[src/hdl/sbti_pkg.sv]
// ----------------------------------------------------------------------------
// sbti_pkg
// Shared constants, types and codes of the swept box / tile intersection pipe.
// ----------------------------------------------------------------------------
package sbti_pkg;

    localparam int TILE_INDEX_BITS = 10;
    localparam int TIME_FRAC_BITS  = 16;

    localparam int CFG_W   = 13;
    localparam int COORD_W = 32;
    localparam int SIZE_W  = 31;
    localparam int STEP_W  = 18;

    // slab time, signed, range [-2.0, +2.0]
    localparam int TIME_W = TIME_FRAC_BITS + 3;
    // contact time, unsigned, range [0, 1.0]
    localparam int CT_W   = TIME_FRAC_BITS + 1;

    localparam int T_ONE = 1 << TIME_FRAC_BITS;
    localparam int T_MAX = 2 << TIME_FRAC_BITS;

    // doubled centre, tile edges, edge distance, displacement
    localparam int O2_W   = COORD_W + 3;
    localparam int BASE_W = TILE_INDEX_BITS + CFG_W;
    localparam int EDGE_W = BASE_W + 19;
    localparam int E_W    = EDGE_W + 1;
    localparam int D_W    = COORD_W + STEP_W;
    localparam int UE_W   = E_W - 1;
    localparam int UD_W   = D_W - 1;

    // divider: dividend scaled by 2^(TIME_FRAC_BITS + 15) ahead of the division
    localparam int DIV_SH = TIME_FRAC_BITS + 15;
    localparam int QB     = TIME_FRAC_BITS + 2;
    localparam int SAT_SH = DIV_SH - QB;
    localparam int RW     = UE_W + DIV_SH;

    // contact point arithmetic
    localparam int DLO_W  = 25;
    localparam int PROD_W = CT_W + D_W + 1;
    localparam int SUM_W  = PROD_W - TIME_FRAC_BITS + 1;

    // pipeline depth
    localparam int FRONT_ST = 3;
    localparam int DIV_ST   = QB + 3;
    localparam int BACK_ST  = 4;
    localparam int NS       = FRONT_ST + DIV_ST + BACK_ST;

    typedef enum logic [0:0] {
        CFG_TILE_W = 1'b0,
        CFG_TILE_H = 1'b1
    } t_cfg_idx;

    localparam logic [1:0] NRM_NONE = 2'b00;
    localparam logic [1:0] NRM_POS  = 2'b01;
    localparam logic [1:0] NRM_NEG  = 2'b11;

    typedef struct packed {
        logic signed [COORD_W-1:0]  pos_x;
        logic signed [COORD_W-1:0]  pos_y;
        logic signed [COORD_W-1:0]  box_off_x;
        logic signed [COORD_W-1:0]  box_off_y;
        logic [SIZE_W-1:0]          box_w;
        logic [SIZE_W-1:0]          box_h;
        logic signed [COORD_W-1:0]  vel_x;
        logic signed [COORD_W-1:0]  vel_y;
        logic [TILE_INDEX_BITS-1:0] tile_x;
        logic [TILE_INDEX_BITS-1:0] tile_y;
        logic [STEP_W-1:0]          step_time;
    } t_in_word;

    typedef struct packed {
        logic signed [O2_W-1:0] o2;
        logic signed [D_W-1:0]  d;
        logic                   dz;
        logic                   in_slab;
    } t_axis_side;

    typedef struct packed {
        t_axis_side x;
        t_axis_side y;
        logic       vzero;
    } t_side;

endpackage

[src/hdl/sbti_div.sv]
// ----------------------------------------------------------------------------
// sbti_div
// Pipelined signed divider for one slab time: floor(e * 2^DIV_SH / d)
// clamped to [-2.0, +2.0], one quotient bit per stage.
// ----------------------------------------------------------------------------
module sbti_div (
    input  logic                          i_clk,
    input  logic [sbti_pkg::DIV_ST-1:0]   i_en,
    input  logic signed [sbti_pkg::E_W-1:0] i_e,
    input  logic signed [sbti_pkg::D_W-1:0] i_d,
    output logic signed [sbti_pkg::TIME_W-1:0] o_q
);
    import sbti_pkg::*;

    logic [E_W-1:0]  w_ae;
    logic [D_W-1:0]  w_ad;
    logic [UE_W-1:0] r_ue;
    logic [UD_W-1:0] r_ud0;
    logic            r_neg0;

    logic [RW-1:0]   r_rem [QB+1];
    logic [UD_W-1:0] r_ud  [QB+1];
    logic [QB-1:0]   r_q   [QB+1];
    logic            r_neg [QB+1];
    logic            r_sat [QB+1];

    logic [RW-1:0]   w_dsh [QB];
    logic            w_ge  [QB];
    logic [RW-1:0]   n_rem [QB];
    logic [QB-1:0]   n_q   [QB];

    logic [TIME_W-1:0] w_mag;

    always_comb begin
        w_ae = i_e[E_W-1] ? -i_e : i_e;
        w_ad = i_d[D_W-1] ? -i_d : i_d;
    end

    always_ff @(posedge i_clk) begin
        if (i_en[0]) begin
            r_ue   <= w_ae[UE_W-1:0];
            r_ud0  <= w_ad[UD_W-1:0];
            r_neg0 <= (i_e != '0) && (i_e[E_W-1] != i_d[D_W-1]);
        end
    end

    always_comb begin
        for (int j = 0; j < QB; j++) begin
            w_dsh[j] = RW'(r_ud[j]) << (QB - 1 - j);
            w_ge[j]  = r_rem[j] >= w_dsh[j];
            n_rem[j] = w_ge[j] ? r_rem[j] - w_dsh[j] : r_rem[j];
            n_q[j]   = r_q[j] | (QB'(w_ge[j]) << (QB - 1 - j));
        end
    end

    always_ff @(posedge i_clk) begin
        if (i_en[1]) begin
            r_rem[0] <= {r_ue, {DIV_SH{1'b0}}};
            r_ud[0]  <= r_ud0;
            r_q[0]   <= '0;
            r_neg[0] <= r_neg0;
            // quotient would not fit below 2^QB
            r_sat[0] <= {r_ue, {SAT_SH{1'b0}}} >= r_ud0;
        end
        for (int j = 0; j < QB; j++) begin
            if (i_en[j+2]) begin
                r_rem[j+1] <= n_rem[j];
                r_ud[j+1]  <= r_ud[j];
                r_q[j+1]   <= n_q[j];
                r_neg[j+1] <= r_neg[j];
                r_sat[j+1] <= r_sat[j];
            end
        end
    end

    // floor of a negative quotient rounds the magnitude up
    always_comb begin
        if (r_sat[QB]) begin
            w_mag = TIME_W'(T_MAX);
        end else begin
            w_mag = {1'b0, r_q[QB]} + TIME_W'(r_neg[QB] && (r_rem[QB] != '0));
        end
        if (w_mag > TIME_W'(T_MAX)) begin
            w_mag = TIME_W'(T_MAX);
        end
    end

    always_ff @(posedge i_clk) begin
        if (i_en[QB+2]) begin
            o_q <= r_neg[QB] ? -$signed(w_mag) : $signed(w_mag);
        end
    end

endmodule

[config.mk]
export PLATFORM = sky130hd
export DESIGN_NAME = sbti_div
export DESIGN_NICKNAME = d
export VERILOG_FILES = /design/src/hdl/sbti_pkg.sv /design/src/hdl/sbti_div.sv
export SDC_FILE = /design/constraint.sdc
export NUM_CORES = 2
export LEC_CHECK = 0
export BUFFER_PORTS_ARGS = -buffer_cell sky130_fd_sc_hd__buf_2
export CAP_MARGIN = 20
export CORE_UTILIZATION = 58
export DETAILED_ROUTE_END_ITERATION = 8
export PLACE_DENSITY = 0.82
export SETUP_SLACK_MARGIN = 0.05
export SYNTH_ARGS = -nofsm -noshare
export SYNTH_HDL_FRONTEND = slang
export SYNTH_SLANG_ARGS = --single-unit
[constraint.sdc]
create_clock -name i_clk -period 4.1 [get_ports i_clk]
set_input_delay 0.615 -clock i_clk [delete_from_list [all_inputs] [get_ports i_clk]]
set_output_delay 0.615 -clock i_clk [all_outputs]
set_load 0.03 [all_outputs]
# Word level (Yosys, flattened, before mapping)
# Memories as Yosys holds them, arrays and structs flattened.
# Cells that the tools add are included.
# word_totals
regBits,111
ram_bits,2698
in_bits,115
output_inout_bits,19
n_memories,5
# classes
addsub,22
magnitude_cmp,20
n_eq_ne,1
mux,61
bitwise,18
n_reduce_logical,4
# mem_list
memory,words,width,rd,rd_ports_with_merged_regs,write_ports,line_no,source
r_rem,19,73,19,0,19,sbti_div.sv:21,logic [RW-1:0] r_rem [QB+1];
r_ud,19,49,18,0,19,sbti_div.sv:22,logic [UD_W-1:0] r_ud [QB+1];
r_q,19,18,19,0,19,sbti_div.sv:23,logic [QB-1:0] r_q [QB+1];
r_neg,19,1,19,0,19,sbti_div.sv:24,logic r_neg [QB+1];
r_sat,19,1,19,0,19,sbti_div.sv:25,logic r_sat [QB+1];
# op_table
cell,n
73-bit 2-to-1 mux,18
73-bit by 49-bit greater-or-equal comparator with 1-bit output,1
73-bit by 50-bit greater-or-equal comparator with 1-bit output,1
73-bit by 51-bit greater-or-equal comparator with 1-bit output,1
73-bit by 52-bit greater-or-equal comparator with 1-bit output,1
73-bit by 53-bit greater-or-equal comparator with 1-bit output,1
73-bit by 54-bit greater-or-equal comparator with 1-bit output,1
73-bit by 55-bit greater-or-equal comparator with 1-bit output,1
73-bit by 56-bit greater-or-equal comparator with 1-bit output,1
73-bit by 57-bit greater-or-equal comparator with 1-bit output,1
73-bit by 58-bit greater-or-equal comparator with 1-bit output,1
73-bit by 59-bit greater-or-equal comparator with 1-bit output,1
73-bit by 60-bit greater-or-equal comparator with 1-bit output,1
73-bit by 61-bit greater-or-equal comparator with 1-bit output,1
73-bit by 62-bit greater-or-equal comparator with 1-bit output,1
73-bit by 63-bit greater-or-equal comparator with 1-bit output,1
73-bit by 64-bit greater-or-equal comparator with 1-bit output,1
73-bit by 65-bit greater-or-equal comparator with 1-bit output,1
73-bit by 66-bit greater-or-equal comparator with 1-bit output,1
73-bit nonzero test,1
73-bit by 49-bit subtractor with 73-bit output,1
73-bit by 50-bit subtractor with 73-bit output,1
73-bit by 51-bit subtractor with 73-bit output,1
73-bit by 52-bit subtractor with 73-bit output,1
45 further kinds,85

# Longest topological paths before layout
# An unclocked memory read counts as a cell.
# logic_depth
word_depth,9
depth_mapped,22

# Worst setup path after synthesis
# No wires, ideal clock.
# synth_timing
kind,reg-to-reg
startpoint,memory r_neg[18]
endpoint,register o_q[4] in the netlist's numbering (data pin)
setup_time_ns,0.262
t_arrival_ns,3.798
path_slack_ns,0.040
stages_incl_launch_ff,21
synth_period_minus_slack_ns,4.060
path_cell_list,edfxtp_1 > clkbuf_1 > inv_2 > a21oi_1 > ha_1 > nand2_1 > nor4_1 > xor2_1 > nor2_1 > a22o_1 > a31oi_1 > nor4b_1 > nor2_1 > nor2_1 > nand2_1 > ha_1 > clkbuf_1 > inv_1 > o21ai_0 > nand3_1 > o21ai_0
# synth_lines
element,line_no,source
from (decl),sbti_div.sv:24,
to (signal assigned),sbti_div.sv:90,o_q <= r_neg[QB] ? -$signed(w_mag) : $signed(w_mag);
to (decl),sbti_div.sv:11,output logic signed [sbti_pkg::TIME_W-1:0] o_q

==> out/qor.txt <==
Adder-cell share of the synthesized area = 0.0828
Hold Crit Start = i_d[15]
Synth warnings = 0
Post-synthesis mux area share = 0.0101
CTS sink cnt = 2405
Simple-Gate Fraction of Synth Area = 0.121
Worst Setup End Kind = flip-flop
Fin Clk Skew = 0.0617 ns
Area share of the largest cell type after synthesis = 0.510
Post-synth EDFFs = 2405
RSZ-0062 raised after global routing = yes
Status = finished, violations left
Violated checks = negative setup slack
Cell Pwr Density = 724 nW/µm²
Startpoint types = flip-flop
Cell Rows = 180
Period utilisation layout = 1.04
Post-synthesis xor/xnor area fraction = 0.0739
CTS max path bufs = 4
Clock insertion delay at the later pin of the skew report = 0.96 ns
Synth Flop Type = edfxtp_1
H-tree depth = 5
Synthesized area = 142000 µm²
Syn_area_per_cell = 10.5 µm²
Post-Synthesis Cells = 13500
Final std cells w/o fill = 18900
Synth area leader = edfxtp_1
Remaining antenna violation count after routing = 0
Placed Instances = 18300
Final Setup Violations = 16
Fraction of layout cells with a size suffix above 1 = 0.202
Cell area after layout = 173000 µm²
Total core area = 242000 µm²
Total track usage = 0.332
Remaining global-route overflow = 0
Via density = 5.91
Final Power = 125 mW
Seq/Total Area, Yosys = 0.510
Final worst slack = -0.163 ns
Largest family of logic cells by synthesized area = compound AO/OA/AOI/OAI gates
Final Hold Viols = 0
Compound-Gate Fraction of Synth Area = 0.159
Root buf cell = clkbuf_16
Num CTS Buffers = 282
Critical Path RT = 4.89 ns
Async SR Flop Fraction = 0
Clock transition at path regs = 0.06 ns
Starting density of the core = 0.586
Max_cap viols = 0
Syn Nets = 14600
Die area = 246000 µm²
Synth top area cells = edfxtp_1, ha_1, a21oi_1
CTS tree = built
Count of cell types in the netlist = 88
Wire per inst = 22.4 µm
Initial drt markers = 7368
Max Slew Vio Count = 0
IR drop worst, VDD = 0.443 mV
PortBufs = 133
Slew HR = 0.299
R2R Path Start = r_rem[18][22]$_DFFE_PP_
HP Class = input pin to flip-flop
First-pass GRT wire length = 624 mm
Worst Path Arrival = 5.05 ns
Die extent in y = 496 µm
Routability cong. = 1.04
Crit Path Max Fanout = 4
Setup crit start = r_rem[18][22]$_DFFE_PP_
Min cycle time layout = 4.26 ns
Syn-to-layout area delta = 22.4%
Crit path kind = flip-flop to flip-flop
Initial antenna violation count = 9
Placed Area = 159000 µm²
DRC = 0
Vias in the first global route = 114000
Final wirelength = 423 mm
Via Count = 112000
Largest net degree at the start of global routing = 94
Static leakage = 72.1 nW
DRT Pass-1 Iters = 6
IO Pins = 134
Hpwl dp = 324 mm
Measured slew at the worst slew-check pin = 1.02 ns
FMAX = 235 MHz
Synthesized flop and latch total = 2405
Nets = 16600
Die W = 496 µm
[path summary, 6_finish.rpt]
kind              slack, ns                  end  cells after the start
setup / recovery      -0.16    o_q[10]$_DFFE_PP_                     23
hold / removal         0.04  r_ud0[15]$_DFFE_PP_                      2
setup reg to reg      -0.16    o_q[10]$_DFFE_PP_                     23
hold reg to reg        0.39  r_sat[15]$_DFFE_PP_                      0
[layout make-up]
| class | instances | area (µm²) |
|---|---|---|
| Clock inverter | 145 | 1510 |
| Antenna cell | 6 | 15.0 |
| Inverter | 1151 | 4330 |
| Timing Repair Buffer | 2213 | 17600 |
| Multi-Input combinational cell | 9499 | 66200 |
| Clock buffer | 339 | 7360 |
| Tap cell | 3185 | 3990 |
| Fill cell | 16900 | 68400 |
| Sequential cell | 2405 | 72200 |
[cell usage in the layout (no fill, tap or decap), drive strengths merged, types with 31 or more instances in the layout]
cell type / synthesis / final
nand2b: 156 / 156
edfxtp: 2405 / 2405
and4: 36 / 36
nand4: 213 / 213
nor2: 993 / 993
a221oi: 31 / 31
xnor2: 681 / 681
nand2: 1028 / 1028
or2: 41 / 41
dlygate4sd3: 0 / 56
ha: 910 / 910
xor2: 513 / 513
or4: 61 / 61
a211oi: 70 / 70
o21bai: 124 / 124
a21o: 588 / 588
o31ai: 97 / 97
o21ai: 861 / 861
nand3: 246 / 246
clkbuf: 405 / 348
nor2b: 105 / 105
o211ai: 57 / 57
clkinv: 0 / 84
mux2: 123 / 123
a21boi: 37 / 37
inv: 1151 / 1164
nor4: 124 / 124
a31oi: 112 / 112
a21oi: 1296 / 1296
and3: 87 / 87
buf: 48 / 2147
nor3: 227 / 227
and2: 63 / 63
or3: 107 / 107
o21a: 98 / 98
[what timing repair did]
action	4_1_cts	5_1_grt
endpoints found under the setup margin	464	668
hold buffers	56	0
buffers inserted	52	83
resized for setup	217	480
pin swaps	71	181
hold endpoints to repair	56	0
gates cloned	2	10
[where the power goes]
part / total [mW] / leakage, nW / internal [mW] / switching, mW
clock network: 24.5 / 4.28 / 14.5 / 9.97
registers: 39.8 / 23.3 / 35.6 / 4.18
logic: 61.0 / 44.5 / 27.6 / 33.4
[routing by layer]
layer  up-vias  track usage  routed length (µm)
li1      53500            -                   -
met1     52900        0.282              130000
met2      3749        0.641              226000
met3      1802       0.0394               15000
met4         2        0.344               52300
met5         -            0                  13
[worst max-delay path, stage by stage (launching register included)]
cell and delay, ns:
edfxtp_1 0.41, nor4_4 0.29, buf_4 0.19, nand4_1 0.26
nor2_4 0.28, buf_6 0.14, a21oi_4 0.06, ha_4 0.19
nand2_4 0.06, or3_4 0.14, xnor2_2 0.12, nand2_1 0.11
o41ai_4 0.32, a31oi_2 0.17, nor4b_4 0.35, nor2_4 0.07
nor2_4 0.15, nand2_2 0.10, ha_4 0.19, buf_6 0.13
inv_4 0.05, buf_6 0.08, o211ai_1 0.07, o21ai_1 0.16
[metrics by stage]
| step | hold slack (ns) | setup TNS [ns] | setup slack, ns | utilization |
|---|---|---|---|---|
| 2_1_floorplan | 0.400 | 0 | 0.109 | - |
| 3_3_place_gp | 0.401 | -35.64 | -1.79 | 0.660 |
| 3_5_place_dp | 0.405 | -30.61 | -1.03 | 0.660 |
| 4_1_cts | 0.00117 | -1.39 | -0.223 | 0.704 |
| 5_1_grt | 0.00362 | -6.22 | -0.321 | 0.717 |
| 6_report | 0.0363 | -1.07 | -0.163 | 0.717 |
[registers in the layout (all words and copies together) (netlist names)]
| signal | count |
|---|---|
| o_q | 19 |
| r_neg | 19 |
| r_neg0 | 1 |
| r_q | 171 |
| r_rem | 1203 |
| r_sat | 19 |
| r_ud | 882 |
| r_ud0 | 49 |
| r_ue | 42 |
[synth_stat cells, drive strengths merged, types with 16 or more instances]
cell / number
a2111oi: 22
a211o: 19
a211oi: 70
a21boi: 37
a21o: 588
a21oi: 1296
a221o: 20
a221oi: 31
a311oi: 18
a31oi: 112
a41oi: 18
and2: 63
and3: 87
and4: 36
buf: 48
clkbuf: 405
edfxtp: 2405
fa: 17
ha: 910
inv: 1151
mux2: 123
nand2: 1028
nand2b: 156
nand3: 246
nand3b: 28
nand4: 213
nor2: 993
nor2b: 105
nor3: 227
nor3b: 17
nor4: 124
nor4b: 16
o211ai: 57
o21a: 98
o21ai: 861
o21bai: 124
o31a: 16
o31ai: 97
o41ai: 28
or2: 41
or3: 107
or4: 61
xnor2: 681
xor2: 513
[cells by family after synthesis]
kind of cell               after synthesis
AOI/OAI and AO/OA                     3668
and+or+nand+nor                       3584
adders and majority gates              927
muxes                                  126
DFF                                   2405
xor gates and xnor gates              1194
buffers and inverters                 1604
Power figures use the tool's default switching activity.
