$ cat config.mk
export PLATFORM = sky130hd
export DESIGN_NAME = sbti_back
export DESIGN_NICKNAME = d
export VERILOG_FILES = /design/src/hdl/sbti_pkg.sv /design/src/hdl/sbti_back.sv
export SDC_FILE = /design/constraint.sdc
export NUM_CORES = 2
export LEC_CHECK = 0
export BUFFER_PORTS_ARGS = -buffer_cell sky130_fd_sc_hd__buf_2
export CAP_MARGIN = 20
export CORE_UTILIZATION = 48
export CTS_BUF_LIST = sky130_fd_sc_hd__clkbuf_8
export DETAILED_ROUTE_END_ITERATION = 10
export PLACE_DENSITY = 0.68
export SYNTH_ARGS = -nofsm -noshare
export SYNTH_HDL_FRONTEND = slang
export SYNTH_SLANG_ARGS = --single-unit
$ cat constraint.sdc
create_clock -name i_clk -period 14.5 [get_ports i_clk]
set_clock_uncertainty 0.1 [all_clocks]
set_input_delay 2.9 -clock i_clk [delete_from_list [all_inputs] [get_ports i_clk]]
set_output_delay 2.9 -clock i_clk [all_outputs]
set_load 0.02 [all_outputs]
$ cat src/hdl/sbti_pkg.sv
// ----------------------------------------------------------------------------
// sbti_pkg
// Shared constants, types and codes of the swept box / tile intersection pipe.
// ----------------------------------------------------------------------------
package sbti_pkg;

    localparam int TILE_INDEX_BITS = 10;
    localparam int TIME_FRAC_BITS  = 16;

    localparam int CFG_W   = 13;
    localparam int COORD_W = 32;
    localparam int SIZE_W  = 31;
    localparam int STEP_W  = 18;

    // slab time, signed, range [-2.0, +2.0]
    localparam int TIME_W = TIME_FRAC_BITS + 3;
    // contact time, unsigned, range [0, 1.0]
    localparam int CT_W   = TIME_FRAC_BITS + 1;

    localparam int T_ONE = 1 << TIME_FRAC_BITS;
    localparam int T_MAX = 2 << TIME_FRAC_BITS;

    // doubled centre, tile edges, edge distance, displacement
    localparam int O2_W   = COORD_W + 3;
    localparam int BASE_W = TILE_INDEX_BITS + CFG_W;
    localparam int EDGE_W = BASE_W + 19;
    localparam int E_W    = EDGE_W + 1;
    localparam int D_W    = COORD_W + STEP_W;
    localparam int UE_W   = E_W - 1;
    localparam int UD_W   = D_W - 1;

    // divider: dividend scaled by 2^(TIME_FRAC_BITS + 15) ahead of the division
    localparam int DIV_SH = TIME_FRAC_BITS + 15;
    localparam int QB     = TIME_FRAC_BITS + 2;
    localparam int SAT_SH = DIV_SH - QB;
    localparam int RW     = UE_W + DIV_SH;

    // contact point arithmetic
    localparam int DLO_W  = 25;
    localparam int PROD_W = CT_W + D_W + 1;
    localparam int SUM_W  = PROD_W - TIME_FRAC_BITS + 1;

    // pipeline depth
    localparam int FRONT_ST = 3;
    localparam int DIV_ST   = QB + 3;
    localparam int BACK_ST  = 4;
    localparam int NS       = FRONT_ST + DIV_ST + BACK_ST;

    typedef enum logic [0:0] {
        CFG_TILE_W = 1'b0,
        CFG_TILE_H = 1'b1
    } t_cfg_idx;

    localparam logic [1:0] NRM_NONE = 2'b00;
    localparam logic [1:0] NRM_POS  = 2'b01;
    localparam logic [1:0] NRM_NEG  = 2'b11;

    typedef struct packed {
        logic signed [COORD_W-1:0]  pos_x;
        logic signed [COORD_W-1:0]  pos_y;
        logic signed [COORD_W-1:0]  box_off_x;
        logic signed [COORD_W-1:0]  box_off_y;
        logic [SIZE_W-1:0]          box_w;
        logic [SIZE_W-1:0]          box_h;
        logic signed [COORD_W-1:0]  vel_x;
        logic signed [COORD_W-1:0]  vel_y;
        logic [TILE_INDEX_BITS-1:0] tile_x;
        logic [TILE_INDEX_BITS-1:0] tile_y;
        logic [STEP_W-1:0]          step_time;
    } t_in_word;

    typedef struct packed {
        logic signed [O2_W-1:0] o2;
        logic signed [D_W-1:0]  d;
        logic                   dz;
        logic                   in_slab;
    } t_axis_side;

    typedef struct packed {
        t_axis_side x;
        t_axis_side y;
        logic       vzero;
    } t_side;

endpackage

$ cat src/hdl/sbti_back.sv
// ----------------------------------------------------------------------------
// sbti_back
// Slab merge and hit decision, then contact point: partial products,
// product sum, centre add with saturation.
// ----------------------------------------------------------------------------
module sbti_back (
    input  logic                               i_clk,
    input  logic [sbti_pkg::BACK_ST-1:0]       i_en,
    input  logic signed [sbti_pkg::TIME_W-1:0] i_qlx,
    input  logic signed [sbti_pkg::TIME_W-1:0] i_qhx,
    input  logic signed [sbti_pkg::TIME_W-1:0] i_qly,
    input  logic signed [sbti_pkg::TIME_W-1:0] i_qhy,
    input  sbti_pkg::t_side                    i_side,
    output logic                               o_hit,
    output logic signed [sbti_pkg::COORD_W-1:0] o_cx,
    output logic signed [sbti_pkg::COORD_W-1:0] o_cy,
    output logic [1:0]                         o_nx,
    output logic [1:0]                         o_ny,
    output logic [sbti_pkg::CT_W-1:0]          o_ct
);
    import sbti_pkg::*;

    localparam logic signed [TIME_W-1:0] TMAX_S = TIME_W'(T_MAX);
    localparam logic signed [TIME_W-1:0] TONE_S = TIME_W'(T_ONE);
    localparam int PH_W = CT_W + 1 + D_W - DLO_W;
    localparam int PL_W = CT_W + DLO_W;

    function automatic logic signed [COORD_W-1:0] sat_coord(
        input logic signed [SUM_W-1:0] v
    );
        logic [SUM_W-COORD_W:0] top;
        top = v[SUM_W-1:COORD_W-1];
        if (!v[SUM_W-1] && (top != '0)) begin
            return {1'b0, {(COORD_W-1){1'b1}}};
        end else if (v[SUM_W-1] && (top != '1)) begin
            return {1'b1, {(COORD_W-1){1'b0}}};
        end
        return v[COORD_W-1:0];
    endfunction

    logic signed [TIME_W-1:0] w_nx, w_fx, w_ny, w_fy, w_tn, w_tf;
    logic                     w_hit;
    logic [1:0]               n_nx, n_ny;

    logic                   ra_hit;
    logic [CT_W-1:0]        ra_t;
    logic [1:0]             ra_nx, ra_ny;
    logic signed [O2_W-1:0] ra_o2x, ra_o2y;
    logic signed [D_W-1:0]  ra_dx, ra_dy;

    logic                     rb_hit;
    logic [CT_W-1:0]          rb_t;
    logic [1:0]               rb_nx, rb_ny;
    logic signed [O2_W-1:0]   rb_o2x, rb_o2y;
    logic signed [PH_W-1:0]   rb_phx, rb_phy, n_phx, n_phy;
    logic [PL_W-1:0]          rb_plx, rb_ply, n_plx, n_ply;

    logic                     rc_hit;
    logic [CT_W-1:0]          rc_t;
    logic [1:0]               rc_nx, rc_ny;
    logic signed [O2_W-1:0]   rc_o2x, rc_o2y;
    logic signed [PROD_W-1:0] rc_px, rc_py;

    logic signed [SUM_W-1:0] w_sx, w_sy, w_csx, w_csy;

    // slab merge
    always_comb begin
        if (i_side.x.dz) begin
            w_nx = -TMAX_S;
            w_fx = TMAX_S;
        end else begin
            w_nx = (i_qlx < i_qhx) ? i_qlx : i_qhx;
            w_fx = (i_qlx < i_qhx) ? i_qhx : i_qlx;
        end
        if (i_side.y.dz) begin
            w_ny = -TMAX_S;
            w_fy = TMAX_S;
        end else begin
            w_ny = (i_qly < i_qhy) ? i_qly : i_qhy;
            w_fy = (i_qly < i_qhy) ? i_qhy : i_qly;
        end
        w_tn  = (w_nx > w_ny) ? w_nx : w_ny;
        w_tf  = (w_fx < w_fy) ? w_fx : w_fy;
        w_hit = !i_side.vzero
              && (!i_side.x.dz || i_side.x.in_slab)
              && (!i_side.y.dz || i_side.y.in_slab)
              && !(w_nx > w_fy) && !(w_ny > w_fx)
              && !w_tf[TIME_W-1] && !w_tn[TIME_W-1] && !(w_tn > TONE_S);
        n_nx = NRM_NONE;
        n_ny = NRM_NONE;
        if (w_hit && (w_nx > w_ny)) begin
            n_nx = i_side.x.d[D_W-1] ? NRM_POS : NRM_NEG;
        end else if (w_hit && (w_ny > w_nx)) begin
            n_ny = i_side.y.d[D_W-1] ? NRM_POS : NRM_NEG;
        end
    end

    always_ff @(posedge i_clk) begin
        if (i_en[0]) begin
            ra_hit <= w_hit;
            ra_t   <= w_hit ? w_tn[CT_W-1:0] : '0;
            ra_nx  <= n_nx;
            ra_ny  <= n_ny;
            ra_o2x <= i_side.x.o2;
            ra_o2y <= i_side.y.o2;
            ra_dx  <= i_side.x.d;
            ra_dy  <= i_side.y.d;
        end
    end

    // t * d split into a signed upper and an unsigned lower partial product
    always_comb begin
        n_phx = $signed({1'b0, ra_t}) * $signed(ra_dx[D_W-1:DLO_W]);
        n_phy = $signed({1'b0, ra_t}) * $signed(ra_dy[D_W-1:DLO_W]);
        n_plx = ra_t * ra_dx[DLO_W-1:0];
        n_ply = ra_t * ra_dy[DLO_W-1:0];
    end

    always_ff @(posedge i_clk) begin
        if (i_en[1]) begin
            rb_hit <= ra_hit;
            rb_t   <= ra_t;
            rb_nx  <= ra_nx;
            rb_ny  <= ra_ny;
            rb_o2x <= ra_o2x;
            rb_o2y <= ra_o2y;
            rb_phx <= n_phx;
            rb_phy <= n_phy;
            rb_plx <= n_plx;
            rb_ply <= n_ply;
        end
    end

    always_ff @(posedge i_clk) begin
        if (i_en[2]) begin
            rc_hit <= rb_hit;
            rc_t   <= rb_t;
            rc_nx  <= rb_nx;
            rc_ny  <= rb_ny;
            rc_o2x <= rb_o2x;
            rc_o2y <= rb_o2y;
            rc_px  <= $signed({rb_phx, {DLO_W{1'b0}}})
                    + $signed({{(PROD_W-PL_W){1'b0}}, rb_plx});
            rc_py  <= $signed({rb_phy, {DLO_W{1'b0}}})
                    + $signed({{(PROD_W-PL_W){1'b0}}, rb_ply});
        end
    end

    // centre at 32 fraction bits plus floor(t * d), then down to 16
    always_comb begin
        w_sx  = $signed({{(SUM_W-O2_W-15){rc_o2x[O2_W-1]}}, rc_o2x, 15'b0})
              + $signed({rc_px[PROD_W-1], rc_px[PROD_W-1:TIME_FRAC_BITS]});
        w_sy  = $signed({{(SUM_W-O2_W-15){rc_o2y[O2_W-1]}}, rc_o2y, 15'b0})
              + $signed({rc_py[PROD_W-1], rc_py[PROD_W-1:TIME_FRAC_BITS]});
        w_csx = w_sx >>> 16;
        w_csy = w_sy >>> 16;
    end

    always_ff @(posedge i_clk) begin
        if (i_en[3]) begin
            o_hit <= rc_hit;
            o_cx  <= rc_hit ? sat_coord(w_csx) : '0;
            o_cy  <= rc_hit ? sat_coord(w_csy) : '0;
            o_nx  <= rc_nx;
            o_ny  <= rc_ny;
            o_ct  <= rc_t;
        end
    end

endmodule

# ---- Word-level counts from Yosys, hierarchy flattened
# Index checks and enable logic that the tools add are counted.
dict set report totals {
  register_bits 768
  output_inout_bits 86
  latchBits 0
  elab_cells 103
  rom_bits 0
  ram_bits 0
  mem_count 0
}
dict set report classes {
  eq_ne 2
  mux 24
  bitwise_logic 1
  n_div 0
  multipliers 4
  n_lt_le_gt_ge 8
  n_reduce_logical 28
  addsub 4
  shifts 0
}
# operator count
set op_table {}
lappend op_table {{32-bit 2-to-1 mux} 6}
lappend op_table {{19-bit 2-to-1 mux} 10}
lappend op_table {{68-bit by 43-bit adder with 68-bit output} 2}
lappend op_table {{50-bit by 52-bit adder with 53-bit output} 2}
lappend op_table {{18-bit by 25-bit multiplier with 43-bit output} 2}
lappend op_table {{17-bit by 25-bit multiplier with 42-bit output} 2}
lappend op_table {{19-bit greater-than comparator} 4}
lappend op_table {{19-bit < comparator} 3}
lappend op_table {{22-bit inequality test (second input constant)} 2}
lappend op_table {{22-bit nonzero test} 2}
lappend op_table {{19-bit by 18-bit greater-than comparator with 1-bit output (second input constant)} 1}
lappend op_table {{1-bit logical AND} 13}
lappend op_table {{1-bit logical NOT} 10}
lappend op_table {{1-bit 2-to-1 mux} 6}
lappend op_table {{2-bit 2-to-1 mux} 2}
lappend op_table {{1-bit logical OR} 2}
lappend op_table {{2-bit OR reduction} 1}
lappend op_table {{1-bit inverter} 1}

# ---- Longest topological paths before layout
dict set report depth {
  word_depth 13
  ltp_mapped 27
  depth_no_buf 25
}

# ---- Worst setup path after synthesis
# Ideal clock, no wire load.
dict set report synth_timing {
  kind {input-to-reg}
  from {input port i_qhx[15] (netlist bit)}
  to {register ra_ny[0], data pin}
  t_arrival_ns 7.658
  setup_ns 0.157
  required_time_ns 14.243
  setup_slack_ns 6.585
  path_stages 25
  path_buffers 4
  cell_sequence {inv_1 -> ha_1 -> and3_1 -> nand3_1 -> nor3_1 -> o31ai_1 -> a21oi_1 -> buf_2 -> buf_2 -> buf_2 -> mux2i_1 -> or2_2 -> ha_1 -> nor2b_1 -> o21a_1 -> o21a_1 -> o21ai_0 -> o211ai_1 -> a21oi_1 -> nor2_1 -> or4b_2 -> a221oi_1 -> nand3_1 -> clkbuf_1 -> nor3_1}
}
dict set report synth_between {
  elab_chain_cells 13
  elab_cells_between_ends 27
}
# element line
set synth_rtl {}
lappend synth_rtl {{start, declared} sbti_back.sv:10} ;# input logic signed [sbti_pkg::TIME_W-1:0] i_qhx,
lappend synth_rtl {{branches (longest 12 deep; another with 19-bit < comparator)} n/a}
lappend synth_rtl {{2-bit OR reduction (no source line) *} n/a}
lappend synth_rtl {{end signal, assigned} sbti_back.sv:103} ;# ra_ny <= n_ny;
lappend synth_rtl {{end, declared} sbti_back.sv:47} ;# logic [1:0] ra_nx, ra_ny;
# Mark *: on every way between the ends.
# A chain may end at the register's enable or synchronous reset.

# ---- Worst setup path after layout
dict set report layout_timing {
  from {input port i_qhy[18] (netlist bit)}
  to {register ra_t[14], data pin}
}
dict set report layout_between {
  elab_chain_cells 10
  elab_cells_between_ends 22
}
# element line
set layout_rtl {}
lappend layout_rtl {{start, declared} sbti_back.sv:12} ;# input logic signed [sbti_pkg::TIME_W-1:0] i_qhy,
lappend layout_rtl {{branches (longest 10 deep; another with 19-bit < comparator)} n/a}
lappend layout_rtl {{end signal, assigned} sbti_back.sv:101} ;# ra_t <= w_hit ? w_tn[CT_W-1:0] : '0;
lappend layout_rtl {{end, declared} sbti_back.sv:46} ;# logic [CT_W-1:0] ra_t;
# Several ways; the timed one is not identified.

==> run_results.csv <==
group,metric,value,unit
status,status,"finished clean",
worst_setup_path,crit_fanout,50,
floorplanning,die-area,0.179,mm²
floorplanning,core_area,0.176,mm²
final_layout,fin_nets,11000,
grt,antenna_found_initial,9,
routing,drcViolationCount,0,
yosys,syn_avg_cell_area,10.1,µm²
yosys,synthCells,8408,
worst_setup_path,reg2reg_from,"ra_t[2]$_SDFFCE_PP0P_",
clocking,clockRootBuffer,"clkbuf_8",
yosys,async_reset_ff_share,0,%
final_layout,layout_commonest_cell,"inv_1",
flow_run,max_cap_violations,0,
yosys,synth-main-ff-cell,"edfxtp_1",
clocking,clock_latency,0.90,ns
clocking,cts_hold_buffers,0,
routing,ant_nets,0,
yosys,ys_warn_count,0,
final_layout,syn_to_final_growth,7.34,%
final_layout,final_cell_mix,"inv_1 (1815), fa_1 (1518), nand2_1 (1250)",
routing,wl_per_cell,19.6,µm
routing,drtIter0Drc,3672,
yosys,yosys.cell_types.count,76,
timing,fin_tns_setup,0,ns
timing,report.final.slew_viol_count,0,
clocking,cts_num_sinks,656,
worst_setup_path,start_kind,"input port",
final_layout,multiInputGateArea,0.0573,mm²
worst_setup_path,crit_type,"in -> reg",
worst_setup_path,crit_start,"i_qhy[18]",
timing,final-hold-violation-count,0,
clocking,htree_levels,3,
timing,worstMarginPinSlew,1.07,ns
grt,grt_pass1_vias,63600,
floorplanning,rows,154,
worst_setup_path,crit_path_end_kind,"flip-flop",
clocking,clk_path_buf_depth,3,
worst_setup_path,cp.arrival,9.12,ns
placed_design,port_buffers,341,
clocking,clk_pin_slew,0.07,ns
worst_hold_path,min-delay-start,"rb_o2y[1]$_DFFE_PP_",
yosys,synthesis.area,0.0851,mm²
worst_hold_path,hold_class,"reg -> reg",
routing,via_count,58500,
clocking,post_cts_resized,0,
floorplanning,boundaryPins,342,
grt,grt_pass1_wl,347000,µm
final_layout,seqCellArea,0.0197,mm²
routing,wl,216000,µm
grt,grt-ovfl-total,0,
yosys,syn_nets,10800,
floorplanning,fp.dieW,423,µm
clocking,cts_buffers,114,
clocking,cts_setup_buffers,0,
final_layout,nFillCells,15900,
grt,grt_usage,24.7,%
floorplanning,die_y,423,µm
placed_design,dpl.hpwl,162000,µm
routing,vias_per_cell,5.31,
final_layout,final_layout_size_suffix_gt1_share,7.48,%
worst_setup_path,worstPathRequired,15.01,ns
timing,setup_viol,0,
grt,grt_max_degree,102,
timing,finalCritPeriodShare,59.4,%
timing,fin_crit,8.61,ns
timing,grt_setup_unrepaired,"false",
clocking,cts_tree,"yes",
routing,dr.pass1.iters,6,
timing,relSlewSlack,28.5,%
floorplanning,start_util,48.3,%
timing,timing.fmax,116,MHz
yosys,synth-seq-area-share,23.1,%
placed_design,place_congestion,0.913,
yosys,synth-edff-count,656,
yosys,ys_seq_elements,656,
## through the flow
stage / cells / setup WS [ns] / utilization (%) / hold WS, ns / area (µm²)
6_report: 11000 / 5.89 / 51.9 / 0.267 / 91400
5_1_grt: 11000 / 5.58 / 51.9 / 0.296 / 91400
3_5_place_dp: 10800 / 5.23 / 50.5 / 0.305 / 89000
4_1_cts: 11000 / 6.06 / 51.9 / 0.268 / 91300
3_3_place_gp: 10800 / 5.10 / 50.5 / 0.301 / 89000
2_1_floorplan: 8408 / 6.58 / - / 0.300 / 85100
## flip-flops by register name (all words and copies together), names as in the netlist, 35 cells and up
register and count:
rc_py 37, rc_o2x 35, rb_o2y 35, ra_o2y 35, rb_phx 43, ra_dy 50
rc_px 37, rb_o2x 35, ra_dx 50, ra_o2x 35, rc_o2y 35, rb_phy 43
## Yosys cell counts, types with 7 or more instances
library cell / instances / area (µm²)
a211oi_1: 26 / 195
a21o_1: 126 / 946
a21oi_1: 245 / 1230
a311oi_1: 7 / 61.3
a31o_2: 12 / 105
a31oi_1: 13 / 81.3
and2_1: 587 / 3670
and3_1: 22 / 138
and4_1: 9 / 78.8
buf_1: 11 / 41.3
buf_2: 14 / 70.1
clkbuf_1: 341 / 1280
edfxtp_1: 656 / 19700
fa_1: 1518 / 30400
ha_1: 651 / 8150
inv_1: 1795 / 6740
mux2_2: 22 / 248
mux2i_1: 47 / 470
nand2_1: 1250 / 4690
nand2b_1: 27 / 169
nand3_1: 65 / 325
nand4_1: 56 / 350
nor2_1: 193 / 724
nor2b_1: 33 / 206
nor3_1: 72 / 360
nor4_1: 23 / 144
o2111ai_1: 7 / 61.3
o211ai_1: 22 / 165
o21a_1: 36 / 270
o21ai_0: 115 / 576
o21bai_1: 21 / 158
o31ai_1: 11 / 82.6
o41ai_1: 7 / 61.3
or2_2: 23 / 144
or3_1: 9 / 56.3
xnor2_1: 167 / 1460
xor2_1: 78 / 683
## cell families after synthesis
kind of cell             after synthesis  synth area share, %
AO/OA/AOI/OAI                        722                 5.51
adder cells (fa/ha/maj)             2169                 45.3
AND/OR/NAND/NOR                     2386                 13.2
buffers and inverters               2161                 9.55
XOR/XNOR                             245                 2.52
flip-flops                           656                 23.1
multiplexers                          69                0.844
## worst max-delay path, cell delays in order
cell and delay, ns:
buf_2 0.11, inv_1 0.04, ha_1 0.29, inv_1 0.08
a2111oi_0 0.85, nand4_1 0.26, o21ai_4 0.17, buf_4 0.51
mux2i_1 0.20, nor2_1 0.40, ha_1 0.33, nor2b_1 0.13
o21a_1 0.17, o21a_1 0.17, o21ai_0 0.17, o211ai_1 0.13
a21oi_1 0.16, nor2_1 0.06, or4b_2 0.62, a221oi_1 0.23
nand3_1 0.63, nor3_1 0.50
## path summary, 6_finish.rpt
path,end,slack (ns),cells past startpoint
worst max-delay path,ra_t[14]$_SDFFCE_PP0P_,5.89,22
worst min-delay path,rc_o2y[1]$_DFFE_PP_,0.27,0
worst max register to register,rb_plx[34]$_DFFE_PP_,6.09,24
worst min register to register,rc_o2y[1]$_DFFE_PP_,0.27,0
## per-layer routing
| metal | global-route usage, % | part of all wire [%] | vias to the layer above |
|---|---|---|---|
| met5 | 0 | 0.0060 | - |
| met4 | 8.10 | 3.3 | 2 |
| met3 | 3.75 | 6.3 | 407 |
| met2 | 41.5 | 48 | 1925 |
| met1 | 32.7 | 42 | 29800 |
| li1 | - | - | 26300 |
## cell type report
type	instances	area share [%]
clock buffers	114	1.72
flip-flops and latches	656	21.6
well taps	2340	3.20
repair buffers	414	2.53
diodes	4	0.0110
multi-input cells	5591	62.8
clock inverters	97	0.841
inverters	1795	7.37
Power is not shown: default switching activity piles up to over one toggle a cycle in this logic, so the estimate is an artifact.
